`src/rtl/aflt_pkg.sv`:
```
`timescale 1ns / 1ps
// ----------------------------------------------------------------------------
// Adaptive flow limit table package
// Shared constants, codes and types for the throttle table.
// ----------------------------------------------------------------------------
package aflt_pkg;

   localparam int unsigned ENTRIES_DEFAULT = 16;
   localparam logic [15:0] ZERO_BELOW = 16'd50;
   localparam logic [16:0] UP_MARGIN = 17'd10;
   localparam int unsigned CSR_IDX_W = 3;

   typedef enum logic [2:0] {
      FUNC_KEEP  = 3'd0,
      FUNC_DOWN  = 3'd1,
      FUNC_UP    = 3'd2,
      FUNC_CHECK = 3'd3,
      FUNC_OVFL  = 3'd4,
      FUNC_CLEAR = 3'd5
   } func_type;

   typedef enum logic [2:0] {
      CSR_MAX_THR   = 3'd0,
      CSR_UP_INTV   = 3'd1,
      CSR_DOWN_INTV = 3'd2,
      CSR_UP_FACT   = 3'd3,
      CSR_DOWN_FACT = 3'd4
   } csr_idx_type;

   typedef struct packed {
      logic        start;
      logic [30:0] dividend;
      logic [15:0] divisor;
   } mod_req_type;

endpackage

```
`src/rtl/aflt_mod.sv`:
```
`timescale 1ns / 1ps
// ----------------------------------------------------------------------------
// Adaptive flow limit table remainder unit
// Restoring bit-serial remainder of a 31-bit value by a 16-bit divisor.
// ----------------------------------------------------------------------------
module aflt_mod (
   input  logic               clock,
   input  logic               reset,
   input  aflt_pkg::mod_req_type req,
   output logic               done,
   output logic [15:0]        remainder
);
   import aflt_pkg::*;

   logic [30:0] quot_ff, quot_in;
   logic [16:0] rem_ff, rem_in;
   logic [15:0] div_ff, div_in;
   logic [4:0]  cnt_ff, cnt_in;
   logic        busy_ff, busy_in;
   logic        done_ff, done_in;
   logic [16:0] trial;

   always_comb begin
      quot_in = quot_ff;
      rem_in  = rem_ff;
      div_in  = div_ff;
      cnt_in  = cnt_ff;
      busy_in = busy_ff;
      done_in = 1'b0;
      trial   = {rem_ff[15:0], quot_ff[30]};
      if (req.start) begin
         quot_in = req.dividend;
         rem_in  = '0;
         div_in  = req.divisor;
         cnt_in  = 5'd30;
         busy_in = 1'b1;
      end else if (busy_ff) begin
         quot_in = {quot_ff[29:0], 1'b0};
         if (trial >= {1'b0, div_ff}) begin
            rem_in = trial - {1'b0, div_ff};
         end else begin
            rem_in = trial;
         end
         cnt_in = cnt_ff - 5'd1;
         if (cnt_ff == 5'd0) begin
            busy_in = 1'b0;
            done_in = 1'b1;
         end
      end
   end

   always_ff @(posedge clock) begin
      quot_ff <= quot_in;
      rem_ff  <= rem_in;
      div_ff  <= div_in;
      cnt_ff  <= cnt_in;
      if (reset) begin
         busy_ff <= 1'b0;
         done_ff <= 1'b0;
      end else begin
         busy_ff <= busy_in;
         done_ff <= done_in;
      end
   end

   assign done      = done_ff;
   assign remainder = rem_ff[15:0];
endmodule

```
`src/rtl/adaptive_flow_limit_table.sv`:
```
`timescale 1ns / 1ps
// ----------------------------------------------------------------------------
// Adaptive flow limit table
// Throttle entries keyed by server and namespace, held in one memory.
// ----------------------------------------------------------------------------
// An item is taken when start is high and busy is low. A clear drops all
// valid bits and answers without a scan; any other item has the block scan
// the entry memory one entry a cycle for a key match and the lowest free
// entry, settle the matched entry, work out the new threshold and, for a
// keep, a raise or a lower, write it back. Busy stays high through the scan,
// read and response states, through the calculation state where the item
// gets that far, and through the multiply state when a raise or lower goes
// ahead. An overflow query with a threshold between zero and the maximum also
// runs the bit-serial remainder unit, so busy stays high through its wait.
// The result is shown for one cycle with rsp_valid in the cycle in which busy
// falls, and the next item can be taken at the edge that ends it. The receiver
// cannot stall. Reset clears the valid bits and restores the state, flags and
// settings; the key and data memory needs no clearing. Configuration writes
// are taken at any time and are meant for when the block is idle.
// ----------------------------------------------------------------------------
module adaptive_flow_limit_table #(
   parameter int unsigned ENTRIES = aflt_pkg::ENTRIES_DEFAULT
) (
   input  logic        clock,
   input  logic        reset,
   input  logic        start,
   output logic        busy,
   input  logic [2:0]  req_func,
   input  logic [63:0] req_server_key,
   input  logic [15:0] req_namespace_key,
   input  logic [31:0] req_now_seconds,
   input  logic [30:0] req_random_value,
   output logic        rsp_valid,
   output logic        rsp_answer,
   output logic        rsp_table_full,
   output logic [15:0] rsp_threshold_now,
   input  logic        csr_valid,
   output logic        csr_ready,
   input  logic [aflt_pkg::CSR_IDX_W-1:0] csr_index,
   input  logic [15:0] csr_data
);
   import aflt_pkg::*;

   localparam int unsigned IW = (ENTRIES > 1) ? $clog2(ENTRIES) : 1;
   localparam int unsigned CW = $clog2(ENTRIES + 1);

   typedef enum logic [6:0] {
      ST_IDLE  = 7'b0000001,
      ST_SCAN  = 7'b0000010,
      ST_READ  = 7'b0000100,
      ST_CALC  = 7'b0001000,
      ST_MUL   = 7'b0010000,
      ST_MOD   = 7'b0100000,
      ST_RESP  = 7'b1000000
   } state_type;

   logic [127:0] mem [ENTRIES];
   logic [127:0] rd_ff;
   logic [IW-1:0] rd_addr;
   logic         wr_en;
   logic [IW-1:0] wr_addr;
   logic [127:0] wr_data;

   state_type   state_ff, state_in;
   logic [ENTRIES-1:0] valid_ff, valid_in;
   logic [15:0] max_ff, upi_ff, dni_ff;
   logic [7:0]  upf_ff, dnf_ff;
   logic [2:0]  func_ff;
   logic [63:0] srv_ff;
   logic [15:0] ns_ff;
   logic [31:0] now_ff;
   logic [30:0] rnd_ff;
   logic [CW-1:0] cnt_ff, cnt_in;
   logic        rvld_ff, rvld_in;
   logic [IW-1:0] ridx_ff, ridx_in;
   logic        hit_ff, hit_in;
   logic [IW-1:0] hidx_ff, hidx_in;
   logic        free_ff, free_in;
   logic [IW-1:0] fidx_ff, fidx_in;
   logic [15:0] thr_ff, thr_in;
   logic [31:0] last_ff, last_in;
   logic [23:0] prod_ff, prod_in;
   logic        ans_ff, ans_in, full_ff, full_in;
   logic [15:0] out_ff, out_in;
   logic        rsp_ff, rsp_in;
   mod_req_type mreq;
   logic        mdone;
   logic [15:0] mrem;
   logic [31:0] elapsed;
   logic [IW-1:0] slot;
   logic        slot_ok;

   aflt_mod u_mod (.clock(clock), .reset(reset), .req(mreq), .done(mdone),
      .remainder(mrem));

   always_ff @(posedge clock) begin
      if (wr_en) begin
         mem[wr_addr] <= wr_data;
      end
      rd_ff <= mem[rd_addr];
   end

   assign elapsed = now_ff - last_ff;
   assign slot    = hit_ff ? hidx_ff : fidx_ff;
   assign slot_ok = hit_ff || free_ff;

   always_comb begin
      state_in = state_ff;
      valid_in = valid_ff;
      cnt_in   = cnt_ff;
      rvld_in  = 1'b0;
      ridx_in  = ridx_ff;
      hit_in   = hit_ff;
      hidx_in  = hidx_ff;
      free_in  = free_ff;
      fidx_in  = fidx_ff;
      thr_in   = thr_ff;
      last_in  = last_ff;
      prod_in  = prod_ff;
      ans_in   = ans_ff;
      full_in  = full_ff;
      out_in   = out_ff;
      rsp_in   = 1'b0;
      rd_addr  = cnt_ff[IW-1:0];
      wr_en    = 1'b0;
      wr_addr  = slot;
      wr_data  = {srv_ff, ns_ff, thr_ff, last_ff};
      mreq.start    = 1'b0;
      mreq.dividend = rnd_ff;
      mreq.divisor  = max_ff;
      unique case (state_ff)
         ST_IDLE: begin
            if (start) begin
               cnt_in  = '0;
               hit_in  = 1'b0;
               free_in = 1'b0;
               ans_in  = 1'b0;
               full_in = 1'b0;
               out_in  = '0;
               if (req_func == FUNC_CLEAR) begin
                  valid_in = '0;
                  ans_in   = 1'b1;
                  state_in = ST_RESP;
               end else begin
                  state_in = ST_SCAN;
               end
            end
         end
         ST_SCAN: begin
            if (cnt_ff < CW'(ENTRIES)) begin
               rvld_in = 1'b1;
               ridx_in = cnt_ff[IW-1:0];
               cnt_in  = cnt_ff + CW'(1);
            end
            if (rvld_ff) begin
               if (valid_ff[ridx_ff]) begin
                  if (!hit_ff && rd_ff[127:64] == srv_ff && rd_ff[63:48] == ns_ff) begin
                     hit_in  = 1'b1;
                     hidx_in = ridx_ff;
                     thr_in  = rd_ff[47:32];
                     last_in = rd_ff[31:0];
                  end
               end else if (!free_ff) begin
                  free_in = 1'b1;
                  fidx_in = ridx_ff;
               end
            end else if (cnt_ff == CW'(ENTRIES)) begin
               state_in = ST_READ;
            end
         end
         ST_READ: begin
            if (!hit_ff) begin
               thr_in  = '0;
               last_in = '0;
            end
            state_in = ST_CALC;
            if (func_ff > 3'(FUNC_UP) && !hit_ff) begin
               state_in = ST_RESP;
            end else if (func_ff <= 3'(FUNC_UP) && !slot_ok) begin
               full_in  = 1'b1;
               state_in = ST_RESP;
            end
         end
         ST_CALC: begin
            out_in   = thr_ff;
            state_in = ST_RESP;
            if (func_ff == 3'(FUNC_KEEP)) begin
               ans_in  = 1'b1;
               last_in = now_ff;
               wr_en   = 1'b1;
               wr_data = {srv_ff, ns_ff, thr_ff, now_ff};
               valid_in[slot] = 1'b1;
            end else if (func_ff == 3'(FUNC_DOWN)) begin
               wr_en = 1'b1;
               valid_in[slot] = 1'b1;
               if (elapsed >= {16'd0, dni_ff}) begin
                  prod_in  = thr_ff * (9'd256 - {1'b0, dnf_ff});
                  state_in = ST_MUL;
               end
            end else if (func_ff == 3'(FUNC_UP)) begin
               wr_en = 1'b1;
               valid_in[slot] = 1'b1;
               if (elapsed >= {16'd0, upi_ff}) begin
                  ans_in = 1'b1;
                  if ($signed({1'b0, thr_ff}) < $signed({1'b0, max_ff} - UP_MARGIN)) begin
                     prod_in  = upf_ff * (max_ff - thr_ff);
                     state_in = ST_MUL;
                  end
               end
            end else if (func_ff == 3'(FUNC_CHECK)) begin
               ans_in = elapsed >= {16'd0, dni_ff};
            end else if (func_ff == 3'(FUNC_OVFL)) begin
               if (thr_ff == '0) begin
                  ans_in = 1'b0;
               end else if (thr_ff >= max_ff) begin
                  ans_in = 1'b1;
               end else begin
                  mreq.start = 1'b1;
                  state_in   = ST_MOD;
               end
            end
         end
         ST_MUL: begin
            ans_in   = 1'b1;
            state_in = ST_RESP;
            if (func_ff == 3'(FUNC_DOWN)) begin
               thr_in = (prod_ff[23:8] < ZERO_BELOW) ? 16'd0 : prod_ff[23:8];
            end else begin
               thr_in = thr_ff + prod_ff[23:8];
            end
            out_in  = thr_in;
            wr_en   = 1'b1;
            wr_data = {srv_ff, ns_ff, thr_in, now_ff};
         end
         ST_MOD: begin
            if (mdone) begin
               ans_in   = mrem < thr_ff;
               state_in = ST_RESP;
            end
         end
         ST_RESP: begin
            rsp_in   = 1'b1;
            state_in = ST_IDLE;
         end
         default: state_in = ST_IDLE;
      endcase
   end

   always_ff @(posedge clock) begin
      if (start && state_ff == ST_IDLE) begin
         func_ff <= req_func;
         srv_ff  <= req_server_key;
         ns_ff   <= req_namespace_key;
         now_ff  <= req_now_seconds;
         rnd_ff  <= req_random_value;
      end
      ridx_ff <= ridx_in;
      hidx_ff <= hidx_in;
      fidx_ff <= fidx_in;
      thr_ff  <= thr_in;
      last_ff <= last_in;
      prod_ff <= prod_in;
      ans_ff  <= ans_in;
      full_ff <= full_in;
      out_ff  <= out_in;
      cnt_ff  <= cnt_in;
      if (reset) begin
         state_ff <= ST_IDLE;
         valid_ff <= '0;
         rvld_ff  <= 1'b0;
         hit_ff   <= 1'b0;
         free_ff  <= 1'b0;
         rsp_ff   <= 1'b0;
         max_ff   <= 16'd1000;
         upi_ff   <= 16'd60;
         dni_ff   <= 16'd60;
         upf_ff   <= 8'd128;
         dnf_ff   <= 8'd128;
      end else begin
         state_ff <= state_in;
         valid_ff <= valid_in;
         rvld_ff  <= rvld_in;
         hit_ff   <= hit_in;
         free_ff  <= free_in;
         rsp_ff   <= rsp_in;
         if (csr_valid) begin
            unique case (csr_index)
               CSR_MAX_THR:   max_ff <= csr_data;
               CSR_UP_INTV:   upi_ff <= csr_data;
               CSR_DOWN_INTV: dni_ff <= csr_data;
               CSR_UP_FACT:   upf_ff <= csr_data[7:0];
               CSR_DOWN_FACT: dnf_ff <= csr_data[7:0];
               default: ;
            endcase
         end
      end
   end

   assign busy              = (state_ff != ST_IDLE);
   assign csr_ready         = 1'b1;
   assign rsp_valid         = rsp_ff;
   assign rsp_answer        = ans_ff;
   assign rsp_table_full    = full_ff;
   assign rsp_threshold_now = out_ff;
endmodule

```
`config.mk`:
```
export PLATFORM = sky130hd
export DESIGN_NAME = adaptive_flow_limit_table
export DESIGN_NICKNAME = d
export VERILOG_FILES = /design/src/rtl/aflt_pkg.sv /design/src/rtl/aflt_mod.sv /design/src/rtl/adaptive_flow_limit_table.sv
export SDC_FILE = /design/constraint.sdc
export NUM_CORES = 2
export LEC_CHECK = 0
export BUFFER_PORTS_ARGS = -buffer_cell sky130_fd_sc_hd__buf_4
export CAP_MARGIN = 5
export CORE_MARGIN = 3
export CORE_UTILIZATION = 57
export DETAILED_ROUTE_END_ITERATION = 6
export GPL_TIMING_DRIVEN = 0
export PLACE_DENSITY_LB_ADDON = 0.3
export SYNTH_ARGS = -nofsm -noshare
export SYNTH_HDL_FRONTEND = slang
export SYNTH_HIERARCHICAL = 1
export SYNTH_SLANG_ARGS = --single-unit
export TNS_END_PERCENT = 5
```
`constraint.sdc`:
```
create_clock -name clock -period 20.1 [get_ports clock]
set_input_delay 4.02 -clock clock [delete_from_list [all_inputs] [get_ports clock]]
set_output_delay 4.02 -clock clock [all_outputs]
set_load 0.01 [all_outputs]
```
==> flow_metrics.tcl <==
set metrics [dict create \
    postSynthNetCount 6797 \
    yosys.cell_types.count 104 \
    total_power_mw 13.25 \
    cts.htree.levels 5 \
    chipHeight_um 445.9 \
    drt_iter0_markers 8584 \
    grt_first_pass_wirelength_um 428100 \
    cts_resized 0 \
    cts.clk_slew.worst_paths_ns 0.06 \
    clk_buf_depth 4 \
    power.switching_fraction_pct 25.58 \
    number_of_top_level_pins 190 \
    drt.antenna.violating_nets 0 \
    power.net_switching_mw 3.390 \
    setup.worst_path.start_class "flop" \
    syn-mean-instance-area_um2 17.87 \
    min_period_ns 9.022 \
    start_util_pct 57.70 \
    place.detailed.hpwl_um 189100 \
    power.internal_mw 9.862 \
    largest_net_degree_at_the_start_of_global_routing 90 \
    critical_path_peak_fanout 10 \
    wl_um 294500 \
    rsz0062_at_grt "false" \
    cap_viol_max_count 0 \
    status "finished clean" \
    synthToLayoutAreaGrowth_pct 14.50 \
    final-seq-area_um2 75110 \
    timing.final.crit_share_pct 44.89 \
    post-cts-setup-buffers 0 \
    cts_tree "yes" \
    tritoncts.num_buffers 274 \
    place.gp.congestion 0.9107 \
    grt_antenna_before_repair 3 \
    ctsHoldBuffers 0 \
    numPlacedInstances 9001 \
    post_synth_instance_area_um2 110300 \
    critical-path-top-delay-family "adder cells" \
    seqPwrFrac_pct 47.8 \
    ir_worst_vdd_mv 0.09607 \
    timing.critical_path.buf_inv 5 \
    final_global_route_overflow_total 0 \
    fmaxAchievable_ghz 0.1108 \
    number_of_max_slew_violations_in_the_final_report 0 \
    synth_top_flop_cell "edfxtp_1" \
    worst-slew-pin-transition_ns 1.400 \
    clk-insertion-delay-late_ns 0.93 \
    critPathArrivalTime_ns 9.70 \
    cellPowerDensity_nw_per_um2 104.9 \
    layout_cell_share_with_drive_strength_beyond_1_pct 20.96 \
    post_synth_inst_count 6175 \
    hold_class "reg2reg" \
    cts.root.buffer_cell "clkbuf_16" \
    ys_top_cells_by_area "edfxtp_1, mux4_2, dfxtp_1" \
    synth_edf_count 2340 \
    stdcell_count 9489 \
    post_drt_wl_per_cell_um 31.04 \
    num-nets-final 7402 \
    hold_slack_ns 0.4613 \
    clock_power_share_pct 37.0 \
    ys_ff_latch 2582 \
    fillers 12240 \
    first_pass_iters 6 \
    grt_util_all_layers_pct 29.85 \
    maxSlewHeadroom_pct 6.666 \
    final.setup_skew_ns 0.08031 \
    power.leakage_nw 43.57 \
    synth-seq-area-share_pct 68.09 \
    netlist.top_cell.by_area "edfxtp_1" \
    required_ns 20.78 \
    cts_num_sinks 2582 \
    final_hold_violation_count 0 \
    worstSetupPathType "reg2reg" \
    chipWidth_um 445.9 \
    largest_stage_delay_on_the_critical_path_ns 0.73 \
    fraction_of_synthesis_flops_using_an_asynchronous_set_or_reset_pin_pct 0 \
    buffer_ports.inserted 188 \
    detail_route.vias_per_cell 6.487 \
    setup_viol_count_final 0 \
    via_count_of_the_first_global_routing_pass 62330 \
    drc_errors 0 \
    comb_power_share_pct 15.2 \
    worst_path_max_delay_cell "xor2_1" \
    yosys_warnings 6 \
    row_count 160 \
    synth_top_cell_area_share_pct 63.70 \
    worst_setup_end_kind "flop" \
    timing.setup.tns_ns 0 \
    multi_input_comb_area_um2 32800 \
    core_area_um2 191200 \
    num_vias 61550 \
    dieArea_um2 198900 \
]
==> flip-flops by register name (all words and copies together), names as in the netlist, 31 cells and up <==
register       cells
srv_ff            64
now_ff            32
u_mod/quot_ff     31
mem             2048
last_ff           32
rnd_ff            31
rd_ff            128
==> worst paths after layout <==
check | from | to | slack, ns | cells past startpoint
setup / recovery | thr_ff[1] | prod_ff[22] | 11.08 | 30
hold / removal | dni_ff[15] | dni_ff[15] | 0.46 | 2
setup reg to reg | thr_ff[1] | prod_ff[22] | 11.08 | 30
hold reg to reg | dni_ff[15] | dni_ff[15] | 0.46 | 2
==> metrics by stage <==
step | utilization [%] | worst slack, ns | instance area [um^2]
global route | 66.07 | 10.44 | 126300
global placement | 60.08 | 4.898 | 114900
CTS | 65.97 | 11.14 | 126100
detailed placement | 61.50 | 11.18 | 117600
finish | 66.07 | 11.08 | 126300
floorplan | - | 12.64 | 110300
==> cell type report <==
| cell class | count | share of cell area, % |
|---|---|---|
| Antenna cell | 2 | 0.003962 |
| Buffer | 266 | 0.8281 |
| Clock buffer | 369 | 5.855 |
| Clock inverter | 103 | 0.9133 |
| Inverter | 406 | 1.212 |
| Multi-Input combinational cell | 2921 | 25.96 |
| Sequential cell | 2582 | 59.46 |
| Tap cell | 2511 | 2.487 |
| Timing Repair Buffer | 329 | 3.273 |
==> power groups by stage <==
stage / logic [mW] / clock network, mW / registers [mW]
5_1_grt: 2.15 / 5.15 / 6.35
3_5_place_dp: 1.97 / 0 / 6.44
3_3_place_gp: 1.93 / 0 / 6.44
4_1_cts: 2.01 / 4.95 / 6.33
6_report: 2.01 / 4.91 / 6.33
2_1_floorplan: 1.31 / 0 / 6.35
==> cell usage in the layout, fill, tap and decap left out, drive strengths merged, types with 64 or more instances in the layout <==
cell type / Yosys / layout
ha: 253 / 253
xnor2: 93 / 93
and2: 116 / 116
fa: 200 / 200
inv: 406 / 418
o21ai: 114 / 114
clkinv: 0 / 64
xor2: 81 / 81
mux4: 645 / 645
buf: 59 / 387
a21oi: 164 / 164
nand2: 426 / 426
dfxtp: 242 / 242
a21o: 77 / 77
edfxtp: 2340 / 2340
clkbuf: 207 / 577
nor2: 166 / 166
==> tightest hold or removal path, stage by stage (launching register included) <==
cell	delay [ns]
dfxtp_1	0.31
nand2_1	0.05
a21oi_1	0.05
==> routing by layer <==
layer	GRT usage [%]	vias to the layer above	wire length, um
met3	5.149	671	29640
met1	41.02	31810	107600
met5	0	-	0
met2	48.51	3881	144400
met4	11.32	0	12820
li1	-	25190	-
==> cell usage after synthesis (6+ instances only) <==
library cell	number
ha_1	253
nor3_1	51
o21ai_0	102
xor2_1	81
and3_1	15
a211oi_1	24
fa_1	200
nand2b_1	29
o2bb2ai_1	6
and2_1	115
nor2_1	166
nand4b_1	9
xnor2_1	93
buf_1	49
inv_1	406
a31oi_1	15
mux4_2	645
a22o_1	36
dfxtp_1	242
o21ai_1	11
nand2_1	424
edfxtp_1	2340
o22ai_1	20
a21oi_1	159
or4_1	6
nor4_1	42
mux2i_1	7
a21o_1	76
o31ai_1	12
or3_1	10
mux2_2	32
nand3b_1	17
clkbuf_1	207
o211ai_1	10
o21a_1	33
nand4_1	28
o21bai_1	11
nor2b_1	26
nand3_1	36
==> cell families after synthesis <==
kind of cell             Yosys count  synth area share [%]
multiplexers                     685                 13.57
XOR/XNOR                         174                 1.381
adder cells (fa/ha/maj)          453                 6.499
other                              1              0.003399
flip-flops                      2582                 68.09
AND/OR/NAND/NOR                 1006                 4.392
buffers and inverters            672                 2.326
AO/OA/AOI/OAI                    602                 3.744
Power figures use the tool's default switching activity.
